### config.mk
export PLATFORM = sky130hd
export DESIGN_NAME = lcd_line_frame_sender
export DESIGN_NICKNAME = d
export VERILOG_FILES = /design/src/hw/rtl/lcdfs_pkg.sv /design/src/hw/rtl/lcdfs_ram.sv /design/src/hw/rtl/lcdfs_ctrl.sv /design/src/hw/rtl/lcdfs_datapath.sv /design/src/hw/rtl/lcd_line_frame_sender.sv
export SDC_FILE = /design/constraint.sdc
export NUM_CORES = 1
export LEC_CHECK = 0
export ABC_CLOCK_PERIOD_IN_PS = 4800
export BUFFER_PORTS_ARGS = -buffer_cell sky130_fd_sc_hd__buf_2
export CORE_UTILIZATION = 46
export DETAILED_ROUTE_END_ITERATION = 8
export MAX_ROUTING_LAYER = met4
export REMOVE_ABC_BUFFERS = 1
export SYNTH_ARGS = -nofsm -noshare
export SYNTH_HDL_FRONTEND = slang
export SYNTH_HIERARCHICAL = 1
export SYNTH_SLANG_ARGS = --single-unit
### constraint.sdc
create_clock -name clk_i -period 4.8 [get_ports clk_i]
set_input_delay 0.24 -clock clk_i [delete_from_list [all_inputs] [get_ports clk_i]]
set_output_delay 0.24 -clock clk_i [all_outputs]
set_load 0.01 [all_outputs]
### src/hw/rtl/lcdfs_pkg.sv
// lcdfs_pkg: types, codes and constants shared by the LCD line frame sender.
// No dependencies; used by every module of the block except lcdfs_ram.
`timescale 1ns / 1ps
`default_nettype none

package lcdfs_pkg;

  // Default geometry of the character store
  localparam int LineCharsDef = 16;
  localparam int RowsDef      = 2;

  // Frame layout: header, line code, characters, checksum
  localparam int HeadLen = 4;
  localparam int ExtraLen = HeadLen + 2;

  localparam logic [7:0] Space     = 8'h20;
  localparam logic [7:0] Backlight = 8'h02;

  // Item function codes
  localparam logic [1:0] FUNC_WRITE = 2'd0;
  localparam logic [1:0] FUNC_CLEAR = 2'd1;
  localparam logic [1:0] FUNC_SEND  = 2'd2;

  typedef struct packed {
    logic [1:0] func;
    logic       row;
    logic [3:0] column;
    logic [7:0] char_code;
  } item_t;

  typedef struct packed {
    logic [7:0] tx_byte;
    logic       last;
  } result_t;

  // Which part of the frame the current byte comes from
  typedef enum logic [1:0] {
    SEL_HEAD,
    SEL_LINE,
    SEL_CHAR,
    SEL_SUM
  } sel_e;

  // Controller to datapath commands
  typedef struct packed {
    logic       wr;        // store the item's character
    logic       clr;       // clear the store to spaces
    logic       load;      // latch the row for a new frame
    logic       emit;      // produce one frame byte
    sel_e       sel;
    logic [1:0] head_idx;
    logic       rd_next;   // step the character read pointer
    logic       last;      // checksum byte, frame ends
  } cmd_t;

  function automatic logic [7:0] head_byte(input logic [1:0] idx);
    logic [7:0] b;
    case (idx)
      2'd0:    b = 8'hAA;
      2'd1:    b = 8'h55;
      2'd2:    b = 8'h1E;
      default: b = 8'h12;
    endcase
    return b;
  endfunction

endpackage

`default_nettype wire

### src/hw/rtl/lcdfs_ram.sv
// lcdfs_ram: generic single write port, single read port RAM, registered read.
// No dependencies.
`timescale 1ns / 1ps
`default_nettype none

module lcdfs_ram #(
  parameter int Width = 8,
  parameter int Depth = 32
) (
  input  wire logic                     clk_i,
  input  wire logic                     we_i,
  input  wire logic [$clog2(Depth)-1:0] waddr_i,
  input  wire logic [Width-1:0]         wdata_i,
  input  wire logic [$clog2(Depth)-1:0] raddr_i,
  output      logic [Width-1:0]         rdata_o
);

  logic [Width-1:0] mem_q [Depth];
  logic [Width-1:0] rdata_q;

  always_ff @(posedge clk_i) begin
    if (we_i) begin
      mem_q[waddr_i] <= wdata_i;
    end
    rdata_q <= mem_q[raddr_i];
  end

  assign rdata_o = rdata_q;

endmodule

`default_nettype wire

### src/hw/rtl/lcdfs_ctrl.sv
// lcdfs_ctrl: sequencer for the LCD line frame sender; decodes items and
// steps through the frame. Depends on lcdfs_pkg.
`timescale 1ns / 1ps
`default_nettype none

module lcdfs_ctrl #(
  parameter int LineChars = lcdfs_pkg::LineCharsDef
) (
  input  wire logic              clk_i,
  input  wire logic              rst_ni,
  input  wire logic              start_i,
  input  wire logic [1:0]        func_i,
  output      logic              busy_o,
  output      lcdfs_pkg::cmd_t   cmd_o
);

  localparam int FrameLen = LineChars + lcdfs_pkg::ExtraLen;
  localparam int CW       = $clog2(FrameLen);

  localparam logic ST_IDLE = 1'b0;
  localparam logic ST_SEND = 1'b1;

  logic          state_q, state_d;
  logic [CW-1:0] cnt_q, cnt_d;
  logic          accept;

  assign busy_o = (state_q == ST_SEND);
  assign accept = start_i && !busy_o;

  always_comb begin
    state_d = state_q;
    cnt_d   = cnt_q;
    cmd_o   = '0;
    cmd_o.sel      = lcdfs_pkg::SEL_HEAD;
    cmd_o.head_idx = cnt_q[1:0];
    case (state_q)
      ST_IDLE: begin
        if (accept) begin
          case (func_i)
            lcdfs_pkg::FUNC_WRITE: cmd_o.wr = 1'b1;
            lcdfs_pkg::FUNC_CLEAR: cmd_o.clr = 1'b1;
            lcdfs_pkg::FUNC_SEND: begin
              cmd_o.load = 1'b1;
              state_d    = ST_SEND;
              cnt_d      = '0;
            end
            default: ;
          endcase
        end
      end
      ST_SEND: begin
        cmd_o.emit = 1'b1;
        if (cnt_q < CW'(lcdfs_pkg::HeadLen)) begin
          cmd_o.sel = lcdfs_pkg::SEL_HEAD;
        end else if (cnt_q == CW'(lcdfs_pkg::HeadLen)) begin
          cmd_o.sel = lcdfs_pkg::SEL_LINE;
        end else if (cnt_q == CW'(FrameLen - 1)) begin
          cmd_o.sel = lcdfs_pkg::SEL_SUM;
        end else begin
          cmd_o.sel = lcdfs_pkg::SEL_CHAR;
        end
        // character i is read in slot HeadLen + i, the slot before the one that sends it
        cmd_o.rd_next = (cnt_q >= CW'(lcdfs_pkg::HeadLen)) &&
                        (cnt_q < CW'(lcdfs_pkg::HeadLen + LineChars));
        if (cnt_q == CW'(FrameLen - 1)) begin
          cmd_o.last = 1'b1;
          state_d    = ST_IDLE;
        end else begin
          cnt_d = cnt_q + CW'(1);
        end
      end
      default: state_d = ST_IDLE;
    endcase
  end

  always_ff @(posedge clk_i or negedge rst_ni) begin
    if (!rst_ni) begin
      state_q <= ST_IDLE;
      cnt_q   <= '0;
    end else begin
      state_q <= state_d;
      cnt_q   <= cnt_d;
    end
  end

endmodule

`default_nettype wire

### src/hw/rtl/lcdfs_datapath.sv
// lcdfs_datapath: character store, NUL blanking, checksum and output register.
// Depends on lcdfs_pkg and lcdfs_ram.
`timescale 1ns / 1ps
`default_nettype none

module lcdfs_datapath #(
  parameter int LineChars = lcdfs_pkg::LineCharsDef,
  parameter int Rows      = lcdfs_pkg::RowsDef
) (
  input  wire logic               clk_i,
  input  wire logic               rst_ni,
  input  wire lcdfs_pkg::cmd_t    cmd_i,
  input  wire lcdfs_pkg::item_t   item_i,
  input  wire logic               backlight_we_i,
  input  wire logic               backlight_i,
  output      logic               result_valid_o,
  output      lcdfs_pkg::result_t result_o
);

  localparam int Depth = Rows * LineChars;
  localparam int AW    = $clog2(Depth);
  localparam int RW    = (Rows > 1) ? $clog2(Rows) : 1;
  localparam int PW    = $clog2(LineChars);

  logic             backlight_q;
  logic [RW-1:0]    next_row_q;
  logic [RW-1:0]    row_q;
  logic [PW-1:0]    ptr_q;
  logic [Depth-1:0] valid_q;
  logic             rd_valid_q;
  logic [7:0]       fill_q;
  logic [7:0]       sum_q;
  logic             ended_q;
  logic             res_valid_q;
  lcdfs_pkg::result_t res_q;

  logic          wr_ok;
  logic [AW-1:0] waddr;
  logic [AW-1:0] raddr;
  logic [7:0]    rdata;
  logic [7:0]    raw;
  logic [7:0]    ch;
  logic [7:0]    line_code;

  assign wr_ok = cmd_i.wr && (32'(item_i.row) < Rows) && (32'(item_i.column) < LineChars);
  assign waddr = AW'(item_i.row) * AW'(LineChars) + AW'(item_i.column);
  assign raddr = AW'(row_q) * AW'(LineChars) + AW'(ptr_q);

  lcdfs_ram #(
    .Width (8),
    .Depth (Depth)
  ) u_store (
    .clk_i   (clk_i),
    .we_i    (wr_ok),
    .waddr_i (waddr),
    .wdata_i (item_i.char_code),
    .raddr_i (raddr),
    .rdata_o (rdata)
  );

  // entries not written since reset or the last clear read as the fill byte
  assign raw       = rd_valid_q ? rdata : fill_q;
  assign ch        = (ended_q || (raw == 8'd0)) ? lcdfs_pkg::Space : raw;
  assign line_code = 8'(row_q) + (backlight_q ? lcdfs_pkg::Backlight : 8'd0);

  always_ff @(posedge clk_i or negedge rst_ni) begin
    if (!rst_ni) begin
      backlight_q <= 1'b1;
      next_row_q  <= '0;
      valid_q     <= '0;
      fill_q      <= 8'd0;
      res_valid_q <= 1'b0;
    end else begin
      if (backlight_we_i) begin
        backlight_q <= backlight_i;
      end
      if (cmd_i.clr) begin
        valid_q <= '0;
        fill_q  <= lcdfs_pkg::Space;
      end else if (wr_ok) begin
        valid_q[waddr] <= 1'b1;
      end
      if (cmd_i.last) begin
        next_row_q <= (32'(row_q) == Rows - 1) ? '0 : row_q + RW'(1);
      end
      res_valid_q <= cmd_i.emit;
    end
  end

  always_ff @(posedge clk_i) begin
    rd_valid_q <= valid_q[raddr];
    if (cmd_i.load) begin
      row_q   <= next_row_q;
      ptr_q   <= '0;
      ended_q <= 1'b0;
    end else if (cmd_i.rd_next) begin
      ptr_q <= ptr_q + PW'(1);
    end
    if (cmd_i.emit) begin
      res_q.last <= cmd_i.last;
      case (cmd_i.sel)
        lcdfs_pkg::SEL_HEAD: res_q.tx_byte <= lcdfs_pkg::head_byte(cmd_i.head_idx);
        lcdfs_pkg::SEL_LINE: begin
          res_q.tx_byte <= line_code;
          sum_q         <= line_code;
        end
        lcdfs_pkg::SEL_CHAR: begin
          res_q.tx_byte <= ch;
          sum_q         <= sum_q + ch;
          ended_q       <= ended_q || (raw == 8'd0);
        end
        lcdfs_pkg::SEL_SUM: res_q.tx_byte <= 8'd0 - sum_q;
        default: res_q.tx_byte <= 8'd0;
      endcase
    end
  end

  assign result_valid_o = res_valid_q;
  assign result_o       = res_q;

endmodule

`default_nettype wire

### src/hw/rtl/lcd_line_frame_sender.sv
// lcd_line_frame_sender: top level of the serial LCD line frame sender.
// Depends on lcdfs_pkg, lcdfs_ctrl, lcdfs_datapath and lcdfs_ram.
//
//   Channel   | Signals                          | Transfer when
//   ----------+----------------------------------+------------------------------
//   item in   | start_i, item_i, busy_o          | start_i high and busy_o low
//   result out| result_valid_o, result_o         | every cycle result_valid_o is high
//   config    | backlight_we_i, backlight_i      | backlight_we_i high
//
// A write or clear item gives no result; busy_o stays low.
// A send item holds busy_o while it sends its frame of LineChars + 6 bytes (22 at the defaults), the
// frame sequencer emitting one byte per cycle; each byte is registered and appears in the cycle after.
// The store has a registered read port, so each character is fetched in the slot
// before the byte that carries it. Clear resets all per-entry valid bits together,
// so no clearing pass is needed after reset or clear.
// The receiver cannot stall: each result is shown for exactly one cycle.
`timescale 1ns / 1ps
`default_nettype none

module lcd_line_frame_sender #(
  parameter int LineChars = lcdfs_pkg::LineCharsDef,  // 8 .. 16
  parameter int Rows      = lcdfs_pkg::RowsDef        // 1 .. 2
) (
  input  wire logic               clk_i,
  input  wire logic               rst_ni,
  // item channel
  input  wire logic               start_i,
  input  wire lcdfs_pkg::item_t   item_i,
  output      logic               busy_o,
  // result channel
  output      logic               result_valid_o,
  output      lcdfs_pkg::result_t result_o,
  // backlight register
  input  wire logic               backlight_we_i,
  input  wire logic               backlight_i
);

  lcdfs_pkg::cmd_t cmd;

  // sequencer: decodes the item and walks header, line code, text, checksum
  lcdfs_ctrl #(
    .LineChars (LineChars)
  ) u_ctrl (
    .clk_i   (clk_i),
    .rst_ni  (rst_ni),
    .start_i (start_i),
    .func_i  (item_i.func),
    .busy_o  (busy_o),
    .cmd_o   (cmd)
  );

  // store, text blanking after the first NUL, running checksum, output register
  lcdfs_datapath #(
    .LineChars (LineChars),
    .Rows      (Rows)
  ) u_dp (
    .clk_i          (clk_i),
    .rst_ni         (rst_ni),
    .cmd_i          (cmd),
    .item_i         (item_i),
    .backlight_we_i (backlight_we_i),
    .backlight_i    (backlight_i),
    .result_valid_o (result_valid_o),
    .result_o       (result_o)
  );

endmodule

`default_nettype wire
==> Flow_metrics.wiki <==
{| class="wikitable"
! Metric !! Value
|-
| Status || finished clean
|-
| Cell variety after synth || 60
|-
| Buffers added on ports || 30
|-
| Starting density of the core || 46.62%
|-
| Share of synthesized registers carrying an async set or reset || 12.73%
|-
| CTS clk-pin slew, worst paths || 60 ps
|-
| Worst skew pair latency || 520 ps
|-
| Crit path required time || 4920 ps
|-
| Final setup violation count || 0
|-
| Routability-driven placement congestion ratio || 0.8193
|-
| Crit. Startpoint || u_ctrl/busy_o$_DFF_PN0_
|-
| Synthesized-area fraction occupied by ao, oa, aoi and oai cells || 3.858%
|-
| # clock sinks || 330
|-
| Post-Route Skew || 17.80 ps
|-
| Share of final-layout standard cells stronger than drive strength 1 || 23.19%
|-
| Upper clock frequency limit || 342.7 MHz
|-
| Floorplan die width || 175.1 um
|-
| Via count of the first global-routing pass || 7571
|-
| Fill cells || 2342
|-
| Area of the mapped netlist || 13780 um^2
|-
| Most common flop cell mapped by yosys || edfxtp_1
|-
| Reg-to-reg startpoint || u_ctrl/busy_o$_DFF_PN0_
|-
| Final number of max-transition violations || 0
|-
| Synthesized-area fraction occupied by xor and xnor cells || 0.8897%
|-
| Crit path kind || reg2reg
|-
| Worst relative slew slack || 19.40%
|-
| Commonest non-fill, non-tap cell in the layout || edfxtp_1
|-
| Final Routed Wirelength || 30170 um
|-
| Hold violation total from the final report || 0
|-
| Power per cell area || 550.0 nW/um^2
|-
| Setup crit start kind || flip-flop
|-
| Core Region || 29560 um^2
|-
| TNS Setup || 0 ps
|-
| Data arrival time of the critical path || 3040 ps
|-
| Basic-gate share of the synthesized area counting and, or, nand and nor cells || 6.773%
|-
| Root buffer selected by CTS || clkbuf_16
|-
| Post-synthesis average cell area || 17.51 um^2
|-
| Clock buffer count from CTS || 35
|-
| Part of the Yosys area used for sequential elements || 69.37%
|-
| Remaining Overflow, GRT || 0
|-
| Die Y || 175.1 um
|-
| Area growth, synth to finish || 11.67%
|-
| Pin count of the biggest net entering global routing || 79
|-
| PostCTS Resize Cnt || 0
|-
| Proportion of synthesized area in mux cells || 15.06%
|-
| Number of maximum-capacitance violations || 0
|-
| Diode insertion count for antenna repair || 0
|-
| Synthesis-stage register bit count || 330
|-
| Non-filler cells in the finished layout || 1244
|-
| Global-route wire length before repair || 46230 um
|-
| Minimum period implied by the final worst setup slack || 2918 ps
|-
| Total Die Area || 30660 um^2
|-
| # placed instances || 1179
|-
| Pre-Repair DR Iteration Count || 5
|-
| Peak fanout along the critical path || 28
|-
| Remaining DRCs || 0
|-
| Worst min-delay path category || in2reg
|-
| Remaining number of nets flagged by the antenna check after routing || 0
|-
| Period utilisation layout || 60.79%
|-
| Combinational family with the most area after synthesis || multiplexers
|-
| Commonest cells after routing, fill and taps aside || 274 x edfxtp_1, 81 x nor2_1, 80 x mux4_2
|-
| Layout Nets || 871
|-
| Yosys synthesis warning count || 6
|-
| Clock tree from TritonCTS || yes
|-
| Number of enable-type register cells in the synthesized netlist || 274
|-
| Type of element capturing the critical path || flip-flop
|-
| Detailed-placement wirelength estimate || 19320 um
|-
| Number of setup buffers added after CTS || 0
|-
| Row cnt || 63
|-
| Worst-case clock buffer depth || 3
|-
| Leak Pwr || 5.302 nW
|-
| Setup repair after global routing missed its margin || false
|-
| Crit-path max cell delay || 860 ps
|-
| GRT Total Usage || 20.95%
|-
| Via-per-instance ratio || 5.912
|-
| Worst path slowest cell || nor2_1
|-
| Cell with the most instances on the worst path || buf_4
|-
| Final routed wire length divided by cell count || 24.25 um
|-
| Gate count of the mapped netlist || 787
|-
| Worst Tran Pin Value || 1206 ps
|-
| Top-level I/O count || 31
|-
| Cell breakdown of the critical path || buf_4 -> nor4b_1 -> buf_4 -> or3b_2 -> nor2_1
|-
| DR iter-0 viols || 667
|-
| Antenna violations before repair || 0
|-
| Adder-Cell Fraction of Synth Area || 2.052%
|-
| Number of H-tree levels || 2
|-
| Origin of the worst min-delay path || item_i[3]
|-
| Worst supply voltage drop on vdd || 254.4 uV
|-
| Via total after detailed routing || 7354
|}
==> final cells by class <==
class	instances	area, um^2	share of cell area, %
clock buffer	52	989.7	6.431
tap	390	488.0	3.171
inverter	20	75.07	0.4878
timing repair buffer	43	255.2	1.659
clock inverter	10	67.56	0.4390
multi-input combinational	399	3946	25.64
sequential	330	9568	62.17
==> critical path, delay by kind of cell, from the launching register on <==
kind / cells / cell delay [ps]
and+or+nand+nor: 3 / 1740
buffers and inverters: 2 / 440
DFF: 1 / 350
==> final timing paths <==
kind | to | slack (ps) | cells after the start
worst max register to register | u_dp/u_store/mem_q[4][1]$_DFFE_PP_ | 1880 | 5
worst min register to register | u_dp/row_q$_DFFE_PP_ | 450 | 0
worst max-delay path | u_dp/u_store/mem_q[4][1]$_DFFE_PP_ | 1880 | 5
worst min-delay path | u_dp/u_store/mem_q[19][3]$_DFFE_PP_ | 250 | 1
min in group asynchronous | u_ctrl/cnt_q[2]$_DFFE_PN0P_ | 400 | 2
max in group asynchronous | u_dp/valid_q[20]$_DFFE_PN0P_ | 3810 | 2
==> kinds of logic (layout without fill, tap and decap cells) <==
| logic type | Yosys count | in the layout |
|---|---|---|
| compound gates | 82 | 82 |
| buf+inv | 58 | 125 |
| simple gates | 175 | 175 |
| flops | 330 | 330 |
| xor+xnor | 14 | 14 |
| fa+ha+maj | 22 | 22 |
| mux | 106 | 106 |
==> registers in the layout (all words and copies together) (netlist names) <==
register,flops
u_dp/ptr_q,4
u_ctrl/busy_o,1
u_dp/backlight_q,1
u_dp/u_store/rdata_o,8
u_dp/result_o,9
u_dp/sum_q,8
u_dp/ended_q,1
u_ctrl/cnt_q,5
u_dp/valid_q,32
u_dp/u_store/mem_q,256
u_dp/rd_valid_q,1
u_dp/next_row_q,1
u_dp/result_valid_o,1
u_dp/fill_q,1
u_dp/row_q,1
==> synthesized netlist by cell type, types with 6 or more instances <==
master    number  area (um^2)
mux2_2        11        123.9
ha_1          21        262.8
nand3_1        7        35.03
nor2b_1        8        50.05
xnor2_1        9        78.83
dfrtp_1       41         1026
clkbuf_1      16        60.06
nor2_1        81        304.0
nand2_1       18        67.56
mux2i_1       15        150.1
mux4_2        80         1802
edfxtp_1     274         8228
buf_4         10        75.07
inv_1         20        75.07
a21oi_1       45        225.2
dfxtp_1       14        280.3
buf_1          6        22.52
a221oi_1       6        52.55
nand3b_1       6        45.04
and2_1        12        75.07
nand4_1        6        37.54
==> stage by stage <==
stage	power [W]	area, um^2	hold slack [ps]	util, %	worst slack, ps
after CTS	0.008558	15390	251.3	52.06	1877
after floorplan	0.005434	13580	-55.59	-	464.8
after detailed placement	0.006058	14300	430.5	48.39	1884
final	0.008465	15390	251.1	52.06	1882
after global placement	0.005979	14300	407.7	48.39	1874
after global routing	0.008856	15390	282.2	52.06	1753
==> timing repair <==
| action | CTS | global route |
|---|---|---|
| hold buffers | 3 | 0 |
| endpoints found under the hold margin | 42 | 0 |
| endpoints found under the setup margin | 0 | 0 |
==> per-layer routing <==
| layer | global-route usage [%] | vias to the layer above | wire length (um) |
|---|---|---|---|
| met2 | 33.55 | 273 | 14950 |
| met5 | - | - | 0 |
| met4 | 5.072 | 0 | 456 |
| met1 | 28.20 | 3855 | 12850 |
| met3 | 3.416 | 40 | 1915 |
| li1 | - | 3186 | - |
==> power by group <==
| part | internal (W) | total [W] | switching, W |
|---|---|---|---|
| clock network | 0.00144 | 0.00248 | 0.00105 |
| registers | 0.00339 | 0.00383 | 0.000448 |
| logic | 0.00116 | 0.00215 | 0.000986 |
| total | 0.00598 | 0.00846 | 0.00248 |
Power figures use the tool's default switching activity.
